File: config.mk
export PLATFORM = sky130hd
export DESIGN_NAME = tamcs_lane
export DESIGN_NICKNAME = d
export VERILOG_FILES = /design/src/rtl/core/two_axis_minmax_calibrate_scale_defines.svh /design/src/rtl/core/tamcs_pkg.sv /design/src/rtl/core/tamcs_div.sv /design/src/rtl/core/tamcs_lane.sv
export SDC_FILE = /design/constraint.sdc
export NUM_CORES = 2
export LEC_CHECK = 0
export BUFFER_PORTS_ARGS = -buffer_cell sky130_fd_sc_hd__buf_2
export CAP_MARGIN = 20
export CORE_MARGIN = 4
export CORE_UTILIZATION = 55
export CTS_BUF_LIST = sky130_fd_sc_hd__clkbuf_16
export DETAILED_ROUTE_END_ITERATION = 12
export GPL_TIMING_DRIVEN = 0
export PLACE_DENSITY_LB_ADDON = 0.05
export SYNTH_ARGS = -nofsm -noshare
export SYNTH_HDL_FRONTEND = slang
export SYNTH_SLANG_ARGS = --single-unit
File: constraint.sdc
create_clock -name clk_i -period 12.4 [get_ports clk_i]
set_clock_uncertainty 0.1 [all_clocks]
set_input_delay 1.24 -clock clk_i [delete_from_list [all_inputs] [get_ports clk_i]]
set_output_delay 1.24 -clock clk_i [all_outputs]
set_load 0.02 [all_outputs]
File: src/rtl/core/two_axis_minmax_calibrate_scale_defines.svh
`ifndef TWO_AXIS_MINMAX_CALIBRATE_SCALE_DEFINES_SVH
`define TWO_AXIS_MINMAX_CALIBRATE_SCALE_DEFINES_SVH

// Same-cycle implication, sampled on clk_i, off while rst_ni is low
`define TAMCS_ASSERT_IMP(lbl, ante, cons) \
  lbl: assert property (@(posedge clk_i) disable iff (!rst_ni) (ante) |-> (cons)) \
    else $error("tamcs: implication failed");

// Next-cycle implication, sampled on clk_i, off while rst_ni is low
`define TAMCS_ASSERT_NXT(lbl, ante, cons) \
  lbl: assert property (@(posedge clk_i) disable iff (!rst_ni) (ante) |=> (cons)) \
    else $error("tamcs: next-cycle implication failed");

`endif

File: src/rtl/core/tamcs_pkg.sv
`default_nettype none

package tamcs_pkg;

  localparam int POS_W      = 24;
  localparam int FRAC_W     = 24;
  localparam int VAL_W      = 15;
  localparam int TICKS_W    = 16;
  localparam int SCALE_W    = VAL_W + FRAC_W;
  localparam int RANGE_W    = POS_W;
  localparam int CNT_W      = $clog2(SCALE_W + 1);
  localparam int SCALE_LO_W = SCALE_W / 2 + 1;
  localparam int SCALE_HI_W = SCALE_W - SCALE_LO_W;
  localparam int PROD_W     = POS_W + SCALE_W;

  localparam logic [VAL_W-1:0]   FULL_SCALE  = '1;
  localparam logic [TICKS_W-1:0] TICKS_RESET = TICKS_W'(500);

  typedef logic signed [POS_W-1:0] pos_t;

  typedef struct packed {
    logic accept;
    logic track;
    logic finish;
    logic clear;
    logic adv;
  } lane_ctl_t;

  typedef struct packed {
    logic                          upd;
    logic [POS_W+SCALE_LO_W-1:0]   lo;
    logic [POS_W+SCALE_HI_W-1:0]   hi;
  } lane_pp_t;

endpackage

`default_nettype wire

File: src/rtl/core/tamcs_div.sv
`default_nettype none

module tamcs_div import tamcs_pkg::*; (
  input  wire logic               clk_i,
  input  wire logic               rst_ni,
  input  wire logic               start_i,
  input  wire logic               clear_i,
  input  wire logic [RANGE_W-1:0] divisor_i,
  output logic                    busy_o,
  output logic [SCALE_W-1:0]      quot_o
);

  logic [RANGE_W-1:0] rem_q, rem_d;
  logic [RANGE_W-1:0] dsr_q;
  logic [SCALE_W-1:0] dvd_q;
  logic [SCALE_W-1:0] quot_q, quot_d;
  logic [CNT_W-1:0]   cnt_q;
  logic [RANGE_W:0]   sh;
  logic               ge;

  // restoring division, one quotient bit a cycle, dividend MSB first
  always_comb begin
    sh     = {rem_q, dvd_q[SCALE_W-1]};
    ge     = sh >= {1'b0, dsr_q};
    rem_d  = ge ? RANGE_W'(sh - {1'b0, dsr_q}) : sh[RANGE_W-1:0];
    quot_d = {quot_q[SCALE_W-2:0], ge};
  end

  always_ff @(posedge clk_i or negedge rst_ni) begin
    if (!rst_ni) begin
      cnt_q  <= '0;
      quot_q <= '0;
    end else if (clear_i) begin
      cnt_q  <= '0;
      quot_q <= '0;
    end else if (start_i) begin
      cnt_q  <= CNT_W'(SCALE_W);
      quot_q <= '0;
    end else if (cnt_q != '0) begin
      cnt_q  <= cnt_q - CNT_W'(1);
      quot_q <= quot_d;
    end
  end

  always_ff @(posedge clk_i) begin
    if (start_i) begin
      rem_q <= '0;
      dsr_q <= divisor_i;
      dvd_q <= {FULL_SCALE, FRAC_W'(0)};
    end else if (cnt_q != '0) begin
      rem_q <= rem_d;
      dvd_q <= {dvd_q[SCALE_W-2:0], 1'b0};
    end
  end

  assign busy_o = cnt_q != '0;
  assign quot_o = quot_q;

endmodule

`default_nettype wire

File: src/rtl/core/tamcs_lane.sv
`default_nettype none

module tamcs_lane import tamcs_pkg::*; (
  input  wire logic      clk_i,
  input  wire logic      rst_ni,
  input  wire lane_ctl_t ctl_i,
  input  wire pos_t      pos_i,
  output logic           busy_o,
  output lane_pp_t       pp_o
);

  pos_t               min_q, max_q, last_q;
  logic               a_upd_q;
  logic [POS_W-1:0]   a_mag_q;
  lane_pp_t           pp_q;
  logic [SCALE_W-1:0] scale;
  logic [POS_W:0]     delta, diff, rdiff;
  logic               upd, nz;
  logic [POS_W-1:0]   mag;
  logic [RANGE_W-1:0] range;

  always_comb begin
    nz    = pos_i != '0;
    delta = {pos_i[POS_W-1], pos_i} - {last_q[POS_W-1], last_q};
    upd   = !(delta == '0 || delta == (POS_W+1)'(1) || delta == '1);
    diff  = {pos_i[POS_W-1], pos_i} - {min_q[POS_W-1], min_q};
    // non-positive offsets from min clamp to zero
    mag   = (!diff[POS_W] && diff != '0) ? diff[POS_W-1:0] : '0;
    rdiff = {max_q[POS_W-1], max_q} - {min_q[POS_W-1], min_q};
    range = (max_q == min_q) ? RANGE_W'(1) : rdiff[RANGE_W-1:0];
  end

  tamcs_div u_div (
    .clk_i     (clk_i),
    .rst_ni    (rst_ni),
    .start_i   (ctl_i.accept && ctl_i.finish),
    .clear_i   (ctl_i.clear),
    .divisor_i (range),
    .busy_o    (busy_o),
    .quot_o    (scale)
  );

  always_ff @(posedge clk_i or negedge rst_ni) begin
    if (!rst_ni) begin
      min_q  <= '0;
      max_q  <= '0;
      last_q <= '0;
    end else begin
      if (ctl_i.clear) begin
        min_q <= '0;
        max_q <= '0;
      end else if (ctl_i.accept && ctl_i.track && nz) begin
        if (pos_i < min_q) min_q <= pos_i;
        if (pos_i > max_q) max_q <= pos_i;
      end
      if (ctl_i.accept && upd) begin
        last_q <= pos_i;
      end
    end
  end

  // split the scale so each partial product stays narrow
  always_ff @(posedge clk_i) begin
    if (ctl_i.accept) begin
      a_upd_q <= upd;
      a_mag_q <= mag;
    end
    if (ctl_i.adv) begin
      pp_q.upd <= a_upd_q;
      pp_q.lo  <= a_mag_q * scale[SCALE_LO_W-1:0];
      pp_q.hi  <= a_mag_q * scale[SCALE_W-1:SCALE_LO_W];
    end
  end

  assign pp_o = pp_q;

endmodule

`default_nettype wire
* Word-level counts from Yosys, hierarchy flattened
Cells that the tools add are included.
** Word-level totals
- Bits of input ports :: 31
- Output and inout port bits :: 89
- Bits in registers :: 293
- Word-level logic and storage cells :: 58
** Cells by class
- Equal/unequal tests :: 3
- Reductions and logical operators :: 19
- $mul :: 2
- Multiplexer cells :: 13
- Add/subtract/negate cells :: 5
- Order comparisons :: 3
** Operator list (number)
- 2-to-1 mux 24 bit :: 7
- 2-to-1 mux 39 bit :: 3
- subtractor 24 x 24 -> 25 bit :: 2
- subtractor 24 bit :: 2
- multiplier 24 x 20 -> 44 bit :: 1
- multiplier 24 x 19 -> 43 bit :: 1
- equality test 25 x 1 -> 1 bit, second input constant :: 1
- equality test 25 bit, second input constant :: 1
- greater-or-equal comparator 25 x 24 -> 1 bit :: 1
- zero test 25 bit :: 1
- nonzero test 25 bit :: 1
- equality test 24 bit :: 1
- > comparator 24 bit :: 1
- < comparator 24 bit :: 1
- nonzero test 24 bit :: 1
- 2-to-1 mux 6 bit :: 3
- nonzero test 2 bit :: 3
- nonzero test 6 bit :: 1
- subtractor 6 x 1 -> 6 bit, second input constant :: 1
- logical AND 1 bit :: 5
- AND reduction 2 bit :: 2
- nonzero test 3 bit :: 1
- zero test 1 bit :: 2
- logical OR 1 bit :: 2

* Logic depth before layout (Yosys ltp)
- Depth in word-level cells :: 6
- Gate-level depth with buffers :: 28
- Depth with buffers taken out :: 26

* By module
Synthesis repeated with hierarchy kept, for this count alone.
** Unflattened totals
- Cells, all modules :: 5090
- Area total of the unflattened synthesis :: 46323.2 um^2
** By module, submodules not included
- tamcs_lane :: cells each 4475, times used 1, area an instance 40874.2 um^2, sequential area each 5195.0 um^2
- tamcs_div :: cells each 615, times used 1, area an instance 5449.0 um^2, sequential area each 2627.5 um^2

* Worst setup path after synthesis
OpenSTA, ideal clock, no wires.
- Path kind :: register to register
- Start point :: register u_div.quot_q[11], in the netlist u_div.quot_o[11]
- End point :: register pp_q (netlist bit pp_o[86]), data pin
- Stages on the path, launching flop included :: 27
- Library setup time :: 0.262 ns
- Buffers on the path :: 2
- Required time :: 12.038 ns
- Clock period less this slack :: 6.980 ns
- Arrival time :: 6.618 ns
- Slack :: 5.420 ns
- Cell sequence :: dfrtp_1 clkbuf_1 clkbuf_1 nand2_1 fa_1 inv_1 fa_1 inv_1 fa_1 inv_1 fa_1 fa_1 fa_1 inv_1 fa_1 inv_1 ha_1 o21a_1 a21oi_1 o21ai_0 nor3_1 a21oi_1 a41oi_1 o21ai_0 a211o_1 a21oi_1 xor2_1
** On the way
- Cells in the longest elaborated chain, start to end :: 1
** Ends and longest elaborated chain
- start: declaration :: RTL line tamcs_div.sv:16 : logic [SCALE_W-1:0] quot_q, quot_d;
- start signal: assignment :: RTL line tamcs_div.sv:41 : quot_q <= quot_d;
- multiplier 24 x 20 -> 44 bit :: RTL line tamcs_lane.sv:70 : pp_q.lo <= a_mag_q * scale[SCALE_LO_W-1:0];
- end: declaration :: RTL line tamcs_lane.sv:15 : lane_pp_t pp_q;
Every way passes these cells.
A chain may end at the register's enable or synchronous reset.

* Worst setup path in the final report
- Start point :: register a_mag_q[5]
- End point :: register pp_q (netlist bit pp_o[86]), data pin
** On the way
- Cells in the longest elaborated chain, start to end :: 1
** Ends and longest elaborated chain
- start: declaration :: RTL line tamcs_lane.sv:14 : logic [POS_W-1:0] a_mag_q;
- start signal: assignment :: RTL line tamcs_lane.sv:66 : a_mag_q <= mag;
- multiplier 24 x 20 -> 44 bit :: RTL line tamcs_lane.sv:70
Every way passes these cells.

==> qor_table.md <==
| Stage | Item | Value |
|---|---|---|
| drt | Detailed-route wire length per cell | 20.6 um |
| floorplan | Site Rows | 106 |
| floorplan | Core outline area | 0.0838 sq mm |
| place | Global placement routability congestion | 0.961 |
| timing | Shortest clock period the worst path allows after layout | 9.20 ns |
| pwr | P_int | 2.43 mW |
| clock network | PostCTS Resize Cnt | 0 |
| synthesis | Yosys reg bits | 293 |
| worst setup path | Worst reg2reg startpoint | a_mag_q[5]$_SDFFCE_PN0P_ |
| pwr | Fraction of power consumed by sequential logic | 30.7% |
| min path | Worst hold path class | flop to flop |
| global route | M2 GR Usage | 50.9% |
| global route | Number of antenna violations at the first check in global routing | 5 |
| clock network | Setup bufs post-CTS | 0 |
| pwr | Leakage power | 25.2 nW |
| timing | Final hold violations | 0 |
| clock network | Number of clock sinks seen by CTS | 293 |
| timing | Setup repair after global routing missed its margin | no |
| floorplan | IO Count | 120 |
| clock network | Clock latency of the later-clocked register in the worst-skew pair | 0.66 ns |
| run status | Outcome | finished, final reports clean |
| min path | Startpoint of the tightest hold check path | a_upd_q$_DFFE_PP_ |
| cells and area | Fill cell total of the finished layout | 7717 |
| worst setup path | R2r setup slk | 3.20 ns |
| synthesis | EDFF count, synth | 137 |
| drt | Total Wirelength | 133000 um |
| worst setup path | Crit path max-delay cell type | sky130_fd_sc_hd__clkbuf_1 |
| clock network | Hold-fix buffers at CTS | 0 |
| synthesis | Sequential area share after synthesis | 16.8% |
| clock network | H-tree levels | 2 |
| worst setup path | Worst EP required | 12.64 ns |
| pwr | Logic pwr share | 41.0% |
| min path | Hold Path Depth | 0 |
| drt | DRT iter0 DRCs | 2375 |
| global route | M1 GR Usage | 39.2% |
| synthesis | Area share of the leading cell type in the synthesized netlist | 33.1% |
| worst setup path | Largest fanout on the critical path | 10 |
| floorplan | Die boundary height | 299 um |
| pwr | Maximum vdd ir drop | 0.117 mV |
| timing | Max Freq | 109 MHz |
| cells and area | Synth-to-Final Area Change | 7.29% |
| worst setup path | Critical Path Most Common Cell | sky130_fd_sc_hd__fa_1 |
| synthesis | Dominant register cell in the synthesized netlist | sky130_fd_sc_hd__edfxtp_1 |
| timing | Fraction of the cycle the final worst path needs | 74.2% |
| synthesis | Post-Syn Nets | 6320 |
| floorplan | Initial Utilization | 55.6% |
| clock network | Number of CTS-inserted buffers | 40 |
| place | Port Buffers | 119 |
| synthesis | Synth warn | 0 |
| pwr | Power per unit of standard cell area | 82.6 mW/mm^2 |
| global route | Total track usage | 30.3% |
| synthesis | Post-synthesis cell type with the largest combined area | sky130_fd_sc_hd__fa_1 |
| pwr | Switching portion of total power | 41.1% |
| timing | Slew at the pin closest to its max-slew limit | 1.18 ns |
| synthesis | Distinct cell type count of the synthesized netlist | 77 |
| drt | Antenna Violating Nets Remaining | 0 |
| global route | Met3 Track Usage GR | 4.61% |
| synthesis | Cell Area, Synth | 0.0466 sq mm |
| min path | WHS Endpoint | pp_o[87]$_DFFE_PP_ |
| clock network | Number of buffers between clock root and the deepest sink | 3 |
| synthesis | Synthesized instance count | 5118 |
| worst setup path | Worst reg2reg path depth | 26 |
| cells and area | Ratio of cells with drive above 1 in the final layout | 4.40% |
| clock network | Clock transition at the register clock pins on the worst setup and hold paths after CTS | 0.06 ns |
| timing | Worst-case headroom to the max-slew limit | 21.1% |
| cells and area | Count of nets after finishing | 6484 |
| place | Placed wire-length estimate after detailed placement | 107000 um |
| timing | Aggregate negative setup slack | 0 ns |
| worst setup path | Element type at the critical path end | flop |
| clock network | CTS tree | done |
| timing | Setup-failing EPs final | 0 |
| pwr | Power share of the clock group | 28.3% |
| synthesis | Syn_area_per_cell | 9.10 sq um |
| global route | Vias in the first global route | 36600 |
| pwr | Net switching power | 1.70 mW |
| clock network | Library cell used as clock root buffer | sky130_fd_sc_hd__clkbuf_16 |
| global route | GR Overflow Total | 0 |
| worst setup path | Data arrival time of the critical path | 9.44 ns |
| timing | Worst path setup slack after routing | 3.20 ns |
| synthesis | Biggest area contributors in the synthesized netlist | sky130_fd_sc_hd__fa_1 33%, sky130_fd_sc_hd__ha_1 11%, sky130_fd_sc_hd__edfxtp_1 8.8% |
| drt | Per-cell via count in the routed design | 5.56 |
| floorplan | Width of the die | 299 um |
| worst setup path | R2r endpoint | pp_o[86]$_DFFE_PP_ |
| worst setup path | Type of the setup path with the least slack | flop to flop |
| synthesis | Share of flip-flops with an asynchronous set or reset | 39.9% |
| floorplan | Total Die Area | 0.0894 sq mm |
| place | Setup WS pre-CTS | 3.28 ns |
| global route | Pin count of the biggest net entering global routing | 66 |
| global route | GR peak layer | met2 |
| drt | DRC viols | 0 |
| global route | Global-route wire length before repair | 208000 um |
| drt | Total iterations of the first detailed-routing run | 8 |
| worst setup path | Largest incremental delay on the critical path | 0.73 ns |
| run | Maximum Capacitance Violations | 0 |
| worst setup path | Startpoint types | flop |
| timing | Final max-slew violation count | 0 |
| drt | Via count | 35800 |
-- power groups by stage --
stage          registers (mW)  clock network (mW)  logic [mW]
2_1_floorplan            1.29                   0        1.16
3_5_place_dp             1.28                   0        1.67
6_report                 1.27                1.17        1.69
4_1_cts                  1.27                1.20        1.69
5_1_grt                  1.28                1.24        1.88
3_3_place_gp             1.28                   0        1.65
-- stage by stage --
step | total power [mW] | util (%) | cells | instance area (sq um) | hold WS, ns
floorplan | 2.45 | - | 5118 | 46600 | 0.300
global placement | 2.93 | 58.0 | 6371 | 48600 | 0.307
detailed placement | 2.96 | 58.1 | 6373 | 48700 | 0.306
CTS | 4.15 | 59.6 | 6446 | 49900 | 0.319
global route | 4.39 | 59.6 | 6448 | 50000 | 0.338
finish | 4.13 | 59.6 | 6450 | 50000 | 0.319
-- kinds of logic after synthesis --
| kind of cell | count (synthesis) | synth area share (%) |
|---|---|---|
| flip-flops | 293 | 16.8 |
| multiplexers | 99 | 2.35 |
| buffers and inverters | 1251 | 10.2 |
| adder cells (fa/ha/maj) | 1171 | 43.9 |
| XOR/XNOR | 145 | 2.74 |
| AND/OR/NAND/NOR | 1592 | 16.3 |
| AO/OA/AOI/OAI | 567 | 7.76 |
-- registers in the layout, summed over array words and instances, names as in the netlist --
name / cells
a_mag_q: 24
last_q: 24
pp_o: 88
u_div.dsr_q: 24
u_div.quot_o: 39
u_div.cnt_q: 6
min_q: 24
a_upd_q: 1
u_div.rem_q: 24
u_div.dvd_q: 15
max_q: 24
-- worst max path at each step --
stage | from | depth (start not counted) | slack [ns] | to
global placement | a_mag_q[5]$_SDFFCE_PN0P_ | 26 | 3.36 | pp_o[86]$_DFFE_PP_
detailed placement | a_mag_q[5]$_SDFFCE_PN0P_ | 26 | 3.28 | pp_o[84]$_DFFE_PP_
floorplan | u_div.quot_o[11]$_DFFE_PN0P_ | 26 | 5.42 | pp_o[86]$_DFFE_PP_
global route | a_mag_q[5]$_SDFFCE_PN0P_ | 26 | 2.89 | pp_o[84]$_DFFE_PP_
finish | a_mag_q[5]$_SDFFCE_PN0P_ | 26 | 3.20 | pp_o[86]$_DFFE_PP_
CTS | a_mag_q[5]$_SDFFCE_PN0P_ | 26 | 3.25 | pp_o[86]$_DFFE_PP_
-- critical path: cells and delay by family (launching register included) --
family,cells,cell delay [ns]
xor gates and xnor gates,1,0.15
DFF,1,0.45
adders and majority gates,8,3.45
buffers and inverters,7,1.75
and+or+nand+nor,4,1.06
AOI/OAI and AO/OA,6,1.95
-- cell usage after synthesis, types with 12 or more instances --
cell,count
sky130_fd_sc_hd__inv_1,1007
sky130_fd_sc_hd__fa_1,769
sky130_fd_sc_hd__nand2_1,743
sky130_fd_sc_hd__and2_1,402
sky130_fd_sc_hd__ha_1,402
sky130_fd_sc_hd__clkbuf_1,233
sky130_fd_sc_hd__a21oi_1,190
sky130_fd_sc_hd__nor2_1,170
sky130_fd_sc_hd__edfxtp_1,137
sky130_fd_sc_hd__dfrtp_1,117
sky130_fd_sc_hd__o21ai_0,98
sky130_fd_sc_hd__xnor2_1,97
sky130_fd_sc_hd__a21o_1,78
sky130_fd_sc_hd__mux2i_1,73
sky130_fd_sc_hd__nand2b_1,72
sky130_fd_sc_hd__nor3_1,48
sky130_fd_sc_hd__xor2_1,47
sky130_fd_sc_hd__nand3_1,43
sky130_fd_sc_hd__dfxtp_1,39
sky130_fd_sc_hd__nand4_1,29
sky130_fd_sc_hd__o21a_1,28
sky130_fd_sc_hd__nor2b_1,24
sky130_fd_sc_hd__o21bai_1,22
sky130_fd_sc_hd__a31oi_1,21
sky130_fd_sc_hd__mux2_4,19
sky130_fd_sc_hd__a211oi_1,17
sky130_fd_sc_hd__nor4_1,17
sky130_fd_sc_hd__and3_1,12
-- cell usage in the layout, fill, tap and decap left out, drive strengths merged, types with 11 or more instances in the layout --
cell type  synthesis  final
a211oi            17     17
a21o              78     78
a21oi            190    190
a31oi             21     21
and2             402    402
and3              12     12
buf               10    132
clkbuf           233    274
clkinv             0     15
dfrtp            117    117
dfxtp             39     39
edfxtp           137    137
fa               769    769
ha               402    402
inv             1008   1020
mux2              26     26
mux2i             73     73
nand2            743    743
nand2b            72     72
nand3             43     43
nand4             29     29
nor2             170    170
nor2b             24     24
nor3              49     49
nor4              17     17
o211ai            11     11
o21a              28     28
o21ai            103    103
o21bai            22     22
o31ai             11     11
xnor2             98     98
xor2              47     47
-- final cells by class --
class	instances	area, sq um	area share (%)
Multi-Input combinational cell	3574	34000	68.1
Buffer	243	948	1.90
Antenna cell	3	7.51	0.0150
Clock buffer	41	1030	2.05
Sequential cell	293	7820	15.7
Tap cell	1134	1420	2.84
Clock inverter	32	249	0.498
Timing Repair Buffer	122	687	1.37
Inverter	1008	3780	7.57
-- routing by layer --
metal	part of all wire, %	vias to the layer above
met3	7.1	349
met5	0	-
met1	40	18000
met4	5.2	0
met2	48	1269
li1	-	16200
Note: power is estimated with default switching activity, not from simulation.
